[config.mk]
export PLATFORM = sky130hd
export DESIGN_NAME = wav_header_parser_unit
export DESIGN_NICKNAME = d
export VERILOG_FILES = /design/src/hw/rtl/whp_pkg.sv /design/src/hw/rtl/wav_header_parser_unit.sv
export SDC_FILE = /design/constraint.sdc
export NUM_CORES = 1
export LEC_CHECK = 0
export BUFFER_PORTS_ARGS = -buffer_cell sky130_fd_sc_hd__buf_2
export CORE_MARGIN = 5
export CORE_UTILIZATION = 30
export DETAILED_ROUTE_END_ITERATION = 8
export HOLD_SLACK_MARGIN = 0.02
export PLACE_DENSITY_LB_ADDON = 0.05
export REMOVE_ABC_BUFFERS = 1
export SETUP_SLACK_MARGIN = 0.4
export SYNTH_ARGS = -nofsm -noshare
export SYNTH_HDL_FRONTEND = slang
export SYNTH_SLANG_ARGS = --single-unit
[constraint.sdc]
create_clock -name clk -period 15.4 [get_ports clk]
set_input_delay 0.77 -clock clk [delete_from_list [all_inputs] [get_ports clk]]
set_output_delay 0.77 -clock clk [all_outputs]
set_load 0.02 [all_outputs]
[src/hw/rtl/whp_pkg.sv]
// whp_pkg: shared constants for the wav header parser
// chunk tags, status codes and sample format codes
// no dependencies
package whp_pkg;

  // four-character tags as seen little-endian in a 32-bit shift register
  localparam logic [31:0] TAG_RIFF = 32'h4646_4952;
  localparam logic [31:0] TAG_WAVE = 32'h4556_4157;
  localparam logic [31:0] TAG_FMT  = 32'h2074_6D66;
  localparam logic [31:0] TAG_DATA = 32'h6174_6164;

  localparam logic [15:0] PCM_TAG         = 16'd1;
  localparam logic [15:0] SIGNED_MIN_BITS = 16'd9;

  localparam logic [2:0] ST_OK       = 3'd0;
  localparam logic [2:0] ST_NOT_RIFF = 3'd1;
  localparam logic [2:0] ST_NOT_WAVE = 3'd2;
  localparam logic [2:0] ST_NOT_PCM  = 3'd3;
  localparam logic [2:0] ST_MISSING  = 3'd4;

  localparam logic [2:0] FMT_S8    = 3'd0;
  localparam logic [2:0] FMT_S16   = 3'd1;
  localparam logic [2:0] FMT_U8    = 3'd2;
  localparam logic [2:0] FMT_U16   = 3'd3;
  localparam logic [2:0] FMT_OTHER = 3'd4;

endpackage

[src/hw/rtl/wav_header_parser_unit.sv]
// wav_header_parser_unit: byte-serial RIFF/WAVE PCM header parser
// uses whp_pkg; contains the chunk walker and one shared restoring divider
// reports one result per file
//
// The parser takes one file byte per cycle while it walks the header. When the
// length field of the data chunk completes, the input stalls while one shared
// restoring divider, one quotient bit per cycle, first works out bytes per
// sample and then, after a multiply step, the frame count. Error results are
// ready in the cycle after the offending byte. The input also stalls while a
// result waits to be taken. Bytes after a result are accepted and dropped
// until a byte marked first_byte starts a new file.
module wav_header_parser_unit (
  input  logic        clk,
  input  logic        rst,
  input  logic        item_valid,
  output logic        item_stall,
  input  logic [7:0]  data_byte,
  input  logic        first_byte,
  input  logic        end_of_file,
  output logic        result_valid,
  input  logic        result_stall,
  output logic [2:0]  status,
  output logic [15:0] channel_count,
  output logic [31:0] sample_rate,
  output logic [15:0] bits_per_sample,
  output logic [15:0] bytes_per_sample,
  output logic [2:0]  sample_format,
  output logic [31:0] data_length,
  output logic [31:0] sample_frames,
  output logic [31:0] data_offset
);

  typedef enum logic [9:0] {
    PH_RIFF     = 10'b00_0000_0001,
    PH_RLEN     = 10'b00_0000_0010,
    PH_WAVE     = 10'b00_0000_0100,
    PH_ID       = 10'b00_0000_1000,
    PH_LEN_FMT  = 10'b00_0001_0000,
    PH_LEN_DATA = 10'b00_0010_0000,
    PH_LEN_SKIP = 10'b00_0100_0000,
    PH_FMT      = 10'b00_1000_0000,
    PH_SKIP     = 10'b01_0000_0000,
    PH_DONE     = 10'b10_0000_0000
  } phase_t;

  typedef enum logic [3:0] {
    CTL_PARSE = 4'b0001,
    CTL_DIV1  = 4'b0010,
    CTL_MUL   = 4'b0100,
    CTL_DIV2  = 4'b1000
  } ctl_t;

  // byte counts inside the fmt body at which a field completes
  localparam logic [4:0] FMT_TAG_END   = 5'd2;
  localparam logic [4:0] FMT_CH_END    = 5'd4;
  localparam logic [4:0] FMT_RATE_END  = 5'd8;
  localparam logic [4:0] FMT_ALIGN_END = 5'd14;
  localparam logic [4:0] FMT_BITS_END  = 5'd16;

  phase_t      phase, phase_next, c_phase;
  ctl_t        ctl;
  logic [4:0]  cnt, cnt_next, c_cnt;
  logic [31:0] shift, shift_next, c_shift;
  logic [31:0] clen, clen_next, c_clen;
  logic [31:0] fpos, fpos_next, c_fpos;
  logic [15:0] ftag, ftag_next, c_ftag;
  logic [15:0] ch, ch_next, c_ch;
  logic [31:0] rate, rate_next, c_rate;
  logic [15:0] align, align_next, c_align;
  logic [15:0] bits, bits_next, c_bits;
  logic        fmt_seen, fmt_seen_next, c_fmt_seen;
  logic        done, done_next, c_done;
  logic        word_done;
  logic        emit_err, emit_ok;
  logic [2:0]  err_code;
  logic        accept;

  // shared divider
  logic [16:0] div_rem;
  logic [31:0] div_quo;
  logic [15:0] div_dvs;
  logic [4:0]  div_step;
  logic [16:0] rem_sh, rem_step;
  logic [31:0] quo_step;
  logic        fits;
  logic [15:0] bps;
  logic [31:0] prod;
  logic [2:0]  fmt_code;

  assign item_stall = (ctl != CTL_PARSE) || result_valid;
  assign accept     = item_valid && !item_stall;

  always_comb begin
    c_phase    = first_byte ? PH_RIFF : phase;
    c_cnt      = first_byte ? 5'd0 : cnt;
    c_shift    = first_byte ? 32'd0 : shift;
    c_clen     = first_byte ? 32'd0 : clen;
    c_fpos     = first_byte ? 32'd0 : fpos;
    c_ftag     = first_byte ? 16'd0 : ftag;
    c_ch       = first_byte ? 16'd0 : ch;
    c_rate     = first_byte ? 32'd0 : rate;
    c_align    = first_byte ? 16'd0 : align;
    c_bits     = first_byte ? 16'd0 : bits;
    c_fmt_seen = first_byte ? 1'b0 : fmt_seen;
    c_done     = first_byte ? 1'b0 : done;

    phase_next    = c_phase;
    cnt_next      = c_cnt;
    shift_next    = c_shift;
    clen_next     = c_clen;
    fpos_next     = c_fpos;
    ftag_next     = c_ftag;
    ch_next       = c_ch;
    rate_next     = c_rate;
    align_next    = c_align;
    bits_next     = c_bits;
    fmt_seen_next = c_fmt_seen;
    done_next     = c_done;
    emit_err      = 1'b0;
    emit_ok       = 1'b0;
    err_code      = whp_pkg::ST_OK;
    word_done     = (c_cnt + 5'd1) >= 5'd4;

    if (!c_done) begin
      fpos_next  = c_fpos + 32'd1;
      shift_next = {data_byte, c_shift[31:8]};
      cnt_next   = c_cnt + 5'd1;
      unique case (c_phase)
        PH_RIFF: begin
          if (word_done) begin
            if (shift_next != whp_pkg::TAG_RIFF) begin
              emit_err = 1'b1;
              err_code = whp_pkg::ST_NOT_RIFF;
            end else begin
              phase_next = PH_RLEN;
              cnt_next   = 5'd0;
            end
          end
        end
        PH_RLEN: begin
          if (word_done) begin
            phase_next = PH_WAVE;
            cnt_next   = 5'd0;
          end
        end
        PH_WAVE: begin
          if (word_done) begin
            if (shift_next != whp_pkg::TAG_WAVE) begin
              emit_err = 1'b1;
              err_code = whp_pkg::ST_NOT_WAVE;
            end else begin
              phase_next = PH_ID;
              cnt_next   = 5'd0;
            end
          end
        end
        PH_ID: begin
          if (word_done) begin
            cnt_next = 5'd0;
            priority if (shift_next == whp_pkg::TAG_FMT) phase_next = PH_LEN_FMT;
            else if (shift_next == whp_pkg::TAG_DATA) phase_next = PH_LEN_DATA;
            else phase_next = PH_LEN_SKIP;
          end
        end
        PH_LEN_FMT: begin
          if (word_done) begin
            clen_next     = shift_next;
            fmt_seen_next = 1'b1;
            phase_next    = PH_FMT;
            cnt_next      = 5'd0;
          end
        end
        PH_LEN_DATA: begin
          if (word_done) begin
            clen_next = shift_next;
            if (!c_fmt_seen) begin
              emit_err = 1'b1;
              err_code = whp_pkg::ST_MISSING;
            end else begin
              emit_ok = 1'b1;
            end
          end
        end
        PH_LEN_SKIP: begin
          if (word_done) begin
            clen_next  = shift_next;
            phase_next = (shift_next != 32'd0) ? PH_SKIP : PH_ID;
            cnt_next   = 5'd0;
          end
        end
        PH_FMT: begin
          unique case (cnt_next)
            FMT_TAG_END:   ftag_next  = shift_next[31:16];
            FMT_CH_END:    ch_next    = shift_next[31:16];
            FMT_RATE_END:  rate_next  = shift_next;
            FMT_ALIGN_END: align_next = shift_next[31:16];
            FMT_BITS_END: begin
              bits_next = shift_next[31:16];
              if (c_ftag != whp_pkg::PCM_TAG) begin
                emit_err = 1'b1;
                err_code = whp_pkg::ST_NOT_PCM;
              end else if (c_clen > 32'd16) begin
                clen_next  = c_clen - 32'd16;
                phase_next = PH_SKIP;
                cnt_next   = 5'd0;
              end else begin
                phase_next = PH_ID;
                cnt_next   = 5'd0;
              end
            end
            default: ;
          endcase
        end
        PH_SKIP: begin
          cnt_next = 5'd0;
          if (c_clen != 32'd0) clen_next = c_clen - 32'd1;
          if (c_clen <= 32'd1) phase_next = PH_ID;
        end
        PH_DONE: begin
          phase_next = PH_ID;
          cnt_next   = 5'd0;
        end
        default: ;
      endcase

      // early end of file
      if (end_of_file && !emit_err && !emit_ok) begin
        emit_err = 1'b1;
        priority if (phase_next == PH_RIFF) err_code = whp_pkg::ST_NOT_RIFF;
        else if (phase_next == PH_RLEN || phase_next == PH_WAVE)
          err_code = whp_pkg::ST_NOT_WAVE;
        else err_code = whp_pkg::ST_MISSING;
      end
      if (emit_err || emit_ok) begin
        done_next  = 1'b1;
        phase_next = PH_DONE;
      end
    end
  end

  // one restoring step: shift in the next dividend bit, subtract if it fits
  always_comb begin
    rem_sh   = {div_rem[15:0], div_quo[31]};
    fits     = rem_sh >= {1'b0, div_dvs};
    rem_step = fits ? (rem_sh - {1'b0, div_dvs}) : rem_sh;
    quo_step = {div_quo[30:0], fits};
  end

  assign prod = bps * ch;

  always_comb begin
    unique case (bps)
      16'd1:   fmt_code = (bits >= whp_pkg::SIGNED_MIN_BITS) ? whp_pkg::FMT_S8
                                                             : whp_pkg::FMT_U8;
      16'd2:   fmt_code = (bits >= whp_pkg::SIGNED_MIN_BITS) ? whp_pkg::FMT_S16
                                                             : whp_pkg::FMT_U16;
      default: fmt_code = whp_pkg::FMT_OTHER;
    endcase
  end

  // parse state
  always_ff @(posedge clk) begin
    if (rst) begin
      phase    <= PH_RIFF;
      cnt      <= 5'd0;
      shift    <= 32'd0;
      clen     <= 32'd0;
      fpos     <= 32'd0;
      ftag     <= 16'd0;
      ch       <= 16'd0;
      rate     <= 32'd0;
      align    <= 16'd0;
      bits     <= 16'd0;
      fmt_seen <= 1'b0;
      done     <= 1'b0;
    end else if (accept) begin
      phase    <= phase_next;
      cnt      <= cnt_next;
      shift    <= shift_next;
      clen     <= clen_next;
      fpos     <= fpos_next;
      ftag     <= ftag_next;
      ch       <= ch_next;
      rate     <= rate_next;
      align    <= align_next;
      bits     <= bits_next;
      fmt_seen <= fmt_seen_next;
      done     <= done_next;
    end
  end

  // sequencer for the divider
  always_ff @(posedge clk) begin
    if (rst) begin
      ctl <= CTL_PARSE;
    end else begin
      unique case (ctl)
        CTL_PARSE: if (accept && emit_ok) ctl <= CTL_DIV1;
        CTL_DIV1:  if (div_step == 5'd0) ctl <= CTL_MUL;
        CTL_MUL:   ctl <= CTL_DIV2;
        CTL_DIV2:  if (div_step == 5'd0) ctl <= CTL_PARSE;
        default:   ctl <= CTL_PARSE;
      endcase
    end
  end

  always_ff @(posedge clk) begin
    unique case (ctl)
      CTL_PARSE: begin
        // block align sits in the upper half so 16 steps give the quotient
        div_quo  <= {align_next, 16'd0};
        div_rem  <= 17'd0;
        div_dvs  <= ch_next;
        div_step <= 5'd15;
      end
      CTL_DIV1: begin
        div_quo  <= quo_step;
        div_rem  <= rem_step;
        div_step <= div_step - 5'd1;
        if (div_step == 5'd0) bps <= (div_dvs == 16'd0) ? 16'd0 : quo_step[15:0];
      end
      CTL_MUL: begin
        // bps * channels never exceeds block align
        div_dvs  <= prod[15:0];
        div_quo  <= clen;
        div_rem  <= 17'd0;
        div_step <= 5'd31;
      end
      CTL_DIV2: begin
        div_quo  <= quo_step;
        div_rem  <= rem_step;
        div_step <= div_step - 5'd1;
      end
      default: ;
    endcase
  end

  // result register
  always_ff @(posedge clk) begin
    if (rst) begin
      result_valid <= 1'b0;
    end else if (result_valid && !result_stall) begin
      result_valid <= 1'b0;
    end else if ((accept && emit_err) || (ctl == CTL_DIV2 && div_step == 5'd0)) begin
      result_valid <= 1'b1;
    end
  end

  always_ff @(posedge clk) begin
    if (accept && emit_err) begin
      status           <= err_code;
      channel_count    <= 16'd0;
      sample_rate      <= 32'd0;
      bits_per_sample  <= 16'd0;
      bytes_per_sample <= 16'd0;
      sample_format    <= 3'd0;
      data_length      <= 32'd0;
      sample_frames    <= 32'd0;
      data_offset      <= 32'd0;
    end else if (ctl == CTL_DIV2 && div_step == 5'd0) begin
      status           <= whp_pkg::ST_OK;
      channel_count    <= ch;
      sample_rate      <= rate;
      bits_per_sample  <= bits;
      bytes_per_sample <= bps;
      sample_format    <= fmt_code;
      data_length      <= clen;
      sample_frames    <= (div_dvs == 16'd0) ? 32'd0 : quo_step;
      data_offset      <= fpos;
    end
  end

endmodule

==> results.cfg, run 1 <==
[clock_network]
ctsHoldBuffers = 0
cts_tree = built
cts_resized = 0
clk_latency_ns = 0.64
cts_sinks = 473
cts_root_buf = clkbuf_16
numCtsBuffers = 57
htree_levels = 2
cts_buffer_depth = 3
cts_setup_buffers = 0
clk_pin_slew_ns = 0.06

[placement]
place.gp.congestion = 0.889
pre_cts_ws_ns = 9.14
dp_hpwl_um = 70700
portBuffers = 197

[power]
p_total_mw = 2.77
p_sw_share_pct = 25.2
power.share.clock_pct = 49.2
ir_worst_vdd_mv = 0.0846
power.density_mw_per_mm2 = 91.6
p_leak_nw = 12.4
sequentialPowerShare_pct = 45.9
p_int_mw = 2.07
p_comb_share_pct = 5.0
p_sw_mw = 0.699

[synthesis]
synthArstFlopShare_pct = 0
postSynthAreaPerCell_um2 = 8.33
yosysTopAreaCellShare_pct = 29.1
synth_seq_cells = 473
synthTopCellsByArea = dfxtp_1 29%, edfxtp_1 10%, nand2_1 8.1%
dominantRegCellSynth = dfxtp_1
synth_area_mm2 = 0.0265
synth_cell_type_count = 96
synth_common_cells = 570 x nand2_1, 385 x dfxtp_1, 272 x nor2_1, 199 x nand3_1, 172 x clkbuf_1
yosysSeqAreaShare_pct = 39.1
yosysTopAreaCell = dfxtp_1
synthCells = 3179
synth-edff-count = 88
ys_warn_count = 0
yosysMostFrequentCell = nand2_1

[worst_hold_path]
min_path_type = in -> reg

[critical_path]
crit_buf_inv = 4
crit_start = bps[2]
cp.arrival_ns = 6.30
path_depth = 19
r2r_start = bps[2]
rrSetupSlack_ns = 9.45
cp_cell_sequence = and2_1, fa_1, inv_1, fa_1, inv_1, ha_1, fa_1, fa_1, inv_1, fa_1, inv_1, ha_1, a21oi_1, o21ai_0, a211oi_1, nor2_1, o41ai_1, xnor2_1, a21oi_1
crit_top_cell = fa_1
endpoint_kind = flop
timing.rr.end = div_dvs[15]
critPathTopFamily = adder cells
slowest_stage = edfxtp_1
cp_max_fo = 16
critical_path_required_ns = 15.74
startpoint_type = flop
criticalPathCategory = reg -> reg
max_stage_delay_ns = 0.68
crit_end = div_dvs[15]
r2r_cells = 19

[final_layout]
multi_input_area_mm2 = 0.0146
n_fill_cell = 9273
areaGrowthSynthToFinish_pct = 14.4
seqCellArea_mm2 = 0.0103
drive_gt1_share_pct = 11.8
fin_nets = 3414

[floorplanning]
start_util_pct = 30.1
dieArea_mm2 = 0.0943
io_pins = 198
die_w_um = 307
rows = 109
die_y_um = 307
core_mm2 = 0.0880

[status]
outcome = completed

[timing]
fmax_mhz = 168
fin_setup_tns_ns = 0
hold_viol_final = 0
slew_headroom_pct = 9.93
worstMarginPinSlew_ns = 1.34
timing.final.crit_share_pct = 38.7
rsz0062_at_grt = false
finalMaxSlewViolations = 0
setup_ws_ns = 9.45
setup_viol = 0
period_needed_ns = 5.95
finalClockSkew_ns = 0.0263

[drt]
vias = 23810
viasPerCell = 5.34
top_layer = met4
antenna_left = 0
firstDrtPassIters = 6
wire_per_inst_um = 23.1
dr_wl_met3_um = 4960
met2_length_um = 48900
routed_wl_um = 103000
met1_length_um = 46500
drc = 0
drtIter0Drc = 2024

[global_routing]
grt_overflow = 0
grt_pass1_wl_um = 154000
grt.total_usage_pct = 21.0
grt_start_max_net_pins = 88
grt_pass1_vias = 23531
grt_antenna_before_repair = 0

[flow_run]
drv_cap = 0
cell families (layout without fill, tap and decap cells):
group,count (synthesis),in the layout,share of synthesized area (%)
AO/OA/AOI/OAI,605,605,15.4
XOR/XNOR,90,90,2.98
adder cells (fa/ha/maj),156,156,9.67
buffers and inverters,397,510,5.96
flip-flops,473,473,39.1
multiplexers,38,38,1.44
other,0,1,0
AND/OR/NAND/NOR,1420,1420,25.5
registers in the layout, indices dropped and copies added, names as in the netlist, 24 cells and up:
register / count
clen: 32
data_length: 32
data_offset: 32
div_quo: 32
fpos: 32
rate: 32
sample_frames: 32
sample_rate: 32
shift: 24
worst reg2reg max path: stages (launching register included):
cell and delay (ns):
edfxtp_1 0.68, and2_1 0.29, fa_1 0.54, inv_1 0.06
fa_1 0.54, inv_1 0.04, ha_1 0.21, fa_1 0.49
fa_1 0.50, inv_1 0.06, fa_1 0.54, inv_1 0.04
ha_1 0.35, a21oi_1 0.14, o21ai_0 0.13, a211oi_1 0.26
nor2_1 0.09, o41ai_1 0.45, xnor2_1 0.18, a21oi_1 0.08
cell type report:
type                    count  area share (%)
repair buffers            243            4.42
inverters                 160            1.98
clock inverters            23           0.669
well taps                1165            4.81
diodes                      1         0.00826
flip-flops and latches    473            34.2
clock buffers              84            5.62
multi-input cells        2309            48.3
layer usage:
layer  global-route usage, %  up-vias
met3                    2.69      143
met5                       0        -
met1                    28.9    11814
li1                        -    11164
met2                    35.4      689
met4                    5.03        0
worst min-delay path by stage:
stage                            start              end  cells after the start
after floorplan               fpos[31]  data_offset[31]                      2
after global placement        rate[24]  sample_rate[24]                      2
after detailed placement      rate[24]  sample_rate[24]                      2
after CTS                 result_stall     result_valid                      3
after global routing      result_stall     result_valid                      3
final                     result_stall     result_valid                      3
metrics by stage:
stage,utilization (%),hold slack [ns],instance area [um^2],cells
5_1_grt,34.4,0.431,30300,4457
4_1_cts,34.4,0.401,30300,4457
3_3_place_gp,32.3,0.432,28400,4350
3_5_place_dp,32.3,0.433,28400,4350
2_1_floorplan,-,0.415,25500,2942
6_report,34.4,0.430,30300,4458
cell usage in the layout (no fill, tap or decap), types with 11 or more instances in the layout:
cell       netlist  routed
o211ai_1        14      14
buf_2           43     195
fa_1            81      81
mux2i_1         37      37
and2_1          95      95
clkbuf_16        0      61
clkinv_2         0      13
a211oi_1        23      23
and3_1          15      14
ha_1            75      75
buf_4            0      47
nor3b_1         14      13
nand4_1         28      28
a22o_1          49      49
a31oi_1         23      23
inv_1          160     160
edfxtp_1        88      88
o22ai_1         14      14
xnor2_1         61      61
nor3_1          54      52
xor2_1          29      29
nor2b_1         40      40
nand2_1        570     569
nand3_1        199     198
or3_1           15      15
o21ai_0        113     113
a22oi_1        127     127
dfxtp_1        385     385
clkbuf_1       172      14
nor4_1          40      40
nor2_1         272     272
a21oi_1        123     123
a21o_1          11      11
power by group through the flow:
stage                     sequential [mW]  combinational (mW)  clock (mW)
after detailed placement             1.30               0.137           0
after floorplan                      1.29              0.0618           0
final                                1.27               0.138        1.36
after CTS                            1.27               0.138        1.41
after global placement               1.30               0.136           0
after global routing                 1.27               0.147        1.45
(Power assumes the default switching activity.)
==> run 2, diff against run 1 <==
- ABC_AREA: default -> 1
- clock period: 15.4 -> 4.9 ns (I/O delays scaled with it)
==> results.cfg, run 2 <==
[clock_network]
numCtsBuffers = 61
cts_root_buf = clkbuf_16
cts_tree = built
cts_buffer_depth = 3
clk_pin_slew_ns = 0.06
cts_sinks = 473
htree_levels = 2
clk_latency_ns = 0.68

[critical_path]
slowest_stage = fa_1
critical_path_required_ns = 5.34
critPathTopFamily = adder cells
startpoint_type = flop
cp_cell_sequence = buf_6, buf_6, nand2_4, inv_2, fa_1, inv_2, fa_1, inv_2, fa_1, fa_1, fa_1, inv_2, fa_1, inv_2, ha_4, inv_2, o21bai_1, a21oi_2, buf_4, nand2_1, nand2_1, nand2_1, nand2_1
criticalPathCategory = reg -> reg
cp.arrival_ns = 5.63
cp_max_fo = 4
path_depth = 23
crit_buf_inv = 9
endpoint_kind = flop
r2r_cells = 23
max_stage_delay_ns = 0.62

[timing]
hold_viol_final = 0
fin_setup_tns_ns = -1.17
setup_viol = 6
finalMaxSlewViolations = 0
fmax_mhz = 192
finalClockSkew_ns = 0.0264
rsz0062_at_grt = true
timing.final.crit_share_pct = 106
period_needed_ns = 5.20
slew_headroom_pct = 29.0
setup_ws_ns = -0.296
worstMarginPinSlew_ns = 1.06

[global_routing]
grt_pass1_vias = 27202
grt_start_max_net_pins = 142
grt.total_usage_pct = 21.8
grt_overflow = 0
grt_antenna_before_repair = 2
grt_pass1_wl_um = 174000

[synthesis]
synthSimpleGateAreaFrac_pct = 25.2
synth_area_mm2 = 0.0290
synthTopCellsByArea = dfxtp_1 27%, nand2_1 11%, edfxtp_1 9.1%
synthArstFlopShare_pct = 0
yosysSeqAreaShare_pct = 35.7
yosysTopAreaCell = dfxtp_1
synth-xor-area-share_pct = 1.78
postSynthAreaPerCell_um2 = 7.11
synth.area.mux_share_pct = 0
synth-adder-area-share_pct = 8.83
yosysTopAreaCellShare_pct = 26.6
synth_cell_type_count = 59
ys_warn_count = 0
synth-compound-area-share_pct = 16.7
synth-edff-count = 88
synth_top_family_by_area = simple AND/OR/NAND/NOR gates
yosysMostFrequentCell = nand2_1
synthCells = 4074
synth_common_cells = 818 x nand2_1, 615 x inv_1, 410 x nand3_1, 385 x dfxtp_1, 351 x o21ai_0
synth_seq_cells = 473
dominantRegCellSynth = dfxtp_1

[floorplanning]
rows = 114
core_mm2 = 0.0963
die_y_um = 321
io_pins = 198
start_util_pct = 30.1
dieArea_mm2 = 0.103
die_w_um = 321

[final_layout]
drive_gt1_share_pct = 15.1
fin_cells = 5616
mostFrequentLayoutCells = 798 x nand2_1, 578 x inv_1, 408 x nand3_1
fin_nets = 4459
n_fill_cell = 10489
finish.instance_area_mm2 = 0.0349
layout.cells.most_common = nand2_1
areaGrowthSynthToFinish_pct = 20.3

[drt]
firstDrtPassIters = 6
routed_wl_um = 116000
met2_length_um = 55600
top_layer = met5
viasPerCell = 4.99
drc = 0
met1_length_um = 53300
antenna_left = 0
wire_per_inst_um = 20.7
vias = 28043
dr_wl_met3_um = 4550
drtIter0Drc = 2136

[power]
p_leak_nw = 16.4
power.density_mw_per_mm2 = 329
ir_worst_vdd_mv = 0.240
p_total_mw = 11.5

[placement]
place.gp.congestion = 0.920
dp_hpwl_um = 84300
portBuffers = 197
placed_cell_area_mm2 = 0.0319
dp.cells = 5467

[flow_run]
drv_cap = 0

[worst_hold_path]
min_path_type = in -> reg
hold_path_depth = 3

[status]
violations = setup timing
outcome = complete, but fails checks
[run 2: cell families after synthesis]
kind of cell / after synthesis
fa+ha+maj: 156
compound gates: 844
flops: 473
xor+xnor: 59
buf+inv: 866
simple gates: 1676
[run 2: cell type report]
class | instances | area, um^2 | area share, %
repair buffers | 385 | 2650 | 7.58
inverters | 633 | 2400 | 6.88
diodes | 1 | 2.50 | 0.00717
clock buffers | 91 | 1860 | 5.33
flip-flops and latches | 473 | 10400 | 29.7
well taps | 1276 | 1600 | 4.58
clock inverters | 22 | 300 | 0.861
multi-input cells | 2735 | 15700 | 45.1
[run 2: per-layer routing]
| layer | vias up | GRT usage (%) |
|---|---|---|
| met5 | - | 0 |
| met4 | 2 | 5.86 |
| met3 | 135 | 2.27 |
| met2 | 626 | 37.1 |
| met1 | 13399 | 29.7 |
| li1 | 13881 | - |
[run 2: path summary, 6_finish.rpt]
check,start,endpoint,slack (ns)
worst max-delay path,bps[7],div_dvs[15],-0.30
worst min register to register,sample_frames[5],sample_frames[5],0.46
worst max register to register,bps[7],div_dvs[15],-0.30
worst min-delay path,data_byte[1],ftag[9],0.07
[run 2: per-stage QoR]
step           setup slack (ns)  util [%]  hold WS [ns]
2_1_floorplan             -4.78         -         0.314
3_3_place_gp             -0.601      33.1         0.447
3_5_place_dp             -0.620      33.1         0.453
4_1_cts                  -0.304      35.9        0.0226
5_1_grt                  -0.510      36.2        0.0785
6_report                 -0.296      36.2        0.0692
[run 2: tightest hold or removal path: cells and delay by family]
family	cells	cell delay, ns
compound gates	2	0.26
buf+inv	1	0.17
[run 2: power breakdown]
| group | switching [mW] | internal [mW] | leakage, nW |
|---|---|---|---|
| Sequential | 0.113 | 4.08 | 4.14 |
| Combinational | 1.54 | 0.891 | 11.2 |
| Clock | 1.94 | 2.90 | 1.06 |
| Total | 3.60 | 7.87 | 16.4 |
[run 2: timing repair]
item,CTS,global route
setup endpoints to repair,10,10
endpoints found under the hold margin,20,0
resized for setup,88,70
buffers inserted,18,10
pin swaps,71,60
hold buffers,7,0
==> run 3, diff against run 2 <==
- CTS_CLUSTER_DIAMETER: default -> 80
- PLACE_DENSITY_LB_ADDON: 0.05 -> default
==> results.cfg, run 3 (same netlist as run 2, synthesis figures left out) <==
[flow_run]
drv_cap = 0

[final_layout]
layout.cells.most_common = nand2_1
drive_gt1_share_pct = 14.3
mostFrequentLayoutCells = 806 x nand2_1, 588 x inv_1, 408 x nand3_1
finish.instance_area_mm2 = 0.0345
fin_nets = 4445
areaGrowthSynthToFinish_pct = 18.9
fin_cells = 5602

[timing]
fmax_mhz = 193
holdWs_ns = 0.0644
slew_headroom_pct = 19.0
period_needed_ns = 5.18
fin_setup_tns_ns = -1.09
hold_viol_final = 0
timing.final.crit_share_pct = 106
rsz0062_at_grt = true
finalMaxSlewViolations = 0
worstMarginPinSlew_ns = 1.21
setup_viol = 7
finalClockSkew_ns = 0.0314
setup_ws_ns = -0.279

[critical_path]
endpoint_kind = flop
cp_max_fo = 6
cp.arrival_ns = 5.60
critical_path_required_ns = 5.32
critPathTopFamily = adder cells
slowest_stage = fa_1
crit_buf_inv = 8
max_stage_delay_ns = 0.54
startpoint_type = flop
criticalPathCategory = reg -> reg

[clock_network]
cts_sinks = 473
cts_tree = built
cts_buffer_depth = 3
clk_latency_ns = 0.66
numCtsBuffers = 57
clk_pin_slew_ns = 0.06
cts_root_buf = clkbuf_16
htree_levels = 2

[status]
outcome = complete, but fails checks
violations = setup timing

[power]
p_int_mw = 7.43
p_comb_share_pct = 20.6
power.density_mw_per_mm2 = 316
power.share.clock_pct = 40.7
sequentialPowerShare_pct = 38.6
p_leak_nw = 16.2
ir_worst_vdd_mv = 0.255
p_sw_share_pct = 31.7
p_sw_mw = 3.45

[drt]
firstDrtPassIters = 6
viasPerCell = 5.14
antenna_left = 0
drtIter0Drc = 2629
routed_wl_um = 109000
wire_per_inst_um = 19.5
vias = 28820
drc = 0

[floorplanning]
core_mm2 = 0.0963
io_pins = 198
dieArea_mm2 = 0.103
die_w_um = 321
start_util_pct = 30.1
rows = 114
die_y_um = 321

[placement]
dp.cells = 5468
dp_hpwl_um = 79400
placed_cell_area_mm2 = 0.0318
place.gp.congestion = 0.991
pre_cts_ws_ns = -0.546
portBuffers = 197

[worst_hold_path]
min_path_type = in -> reg

[global_routing]
grt_overflow = 0
grt.total_usage_pct = 20.3
grt_pass1_wl_um = 166000
grt_antenna_before_repair = 2
grt_start_max_net_pins = 163
grt_pass1_vias = 27217
[run 3: cell count changes in the layout (fill, tap and decap cells not counted), moves of 3 or more]
cell / previous run / this run
inv_1: 578 / 588
buf_12: 10 / 5
clkbuf_16: 67 / 59
nand2_1: 798 / 806
nand2_2: 26 / 19
inv_6: 2 / 5
clkbuf_1: 14 / 7
inv_2: 43 / 32
clkinv_4: 1 / 4
buf_6: 28 / 22
[run 3: worst paths after layout]
check        startpoint          end  slack, ns  cells after the start
max              bps[4]  div_dvs[14]      -0.28                     26
min                 rst     fpos[24]       0.06                      4
max reg2reg      bps[4]  div_dvs[14]      -0.28                     26
min reg2reg   shift[30]    shift[30]       0.46                      2
[run 3: stage by stage]
step / util (%) / total power, mW
CTS: 35.5 / 10.9
global placement: 33.0 / 6.25
global route: 35.8 / 11.4
floorplan: - / 5.51
finish: 35.8 / 10.9
detailed placement: 33.0 / 6.27
[run 3: what timing repair did]
item,in CTS,in global routing
endpoints found under the setup margin,9,9
pin swaps,81,46
buffers inserted,13,5
hold endpoints to repair,6,0
hold buffers,6,0
resized for setup,75,56
[run 3: area by class of cell]
type                       instances  area [um^2]
inverter                         633         2400
sequential                       473        10400
multi-input combinational       2735        15700
clock inverter                    33          339
fill                           10275        61800
tap                             1276         1600
clock buffer                      74         1610
timing repair buffer             375         2480
antenna                            3         7.51
[run 3: power groups by stage]
stage	clock (mW)	combinational (mW)	sequential (mW)
global route	4.68	2.48	4.21
CTS	4.55	2.13	4.20
global placement	0	1.97	4.28
finish	4.43	2.24	4.20
floorplan	0	1.26	4.24
detailed placement	0	1.99	4.28
[run 3: routing by layer]
metal | wire (um) | share of wire (%) | track usage [%]
met1 | 47600 | 44 | 27.5
met2 | 50700 | 46 | 33.5
met3 | 7110 | 6.5 | 3.16
met4 | 3710 | 3.4 | 6.48
met5 | 7 | 0.0064 | 0
[run 3: worst register-to-register path, delay by kind of cell, from the launching register on]
kind	cells	cell delay, ns
XOR/XNOR	1	0.11
AND/OR/NAND/NOR	7	0.53
AO/OA/AOI/OAI	3	0.31
buffers and inverters	8	0.60
flip-flops	1	0.40
adder cells (fa/ha/maj)	7	3.00
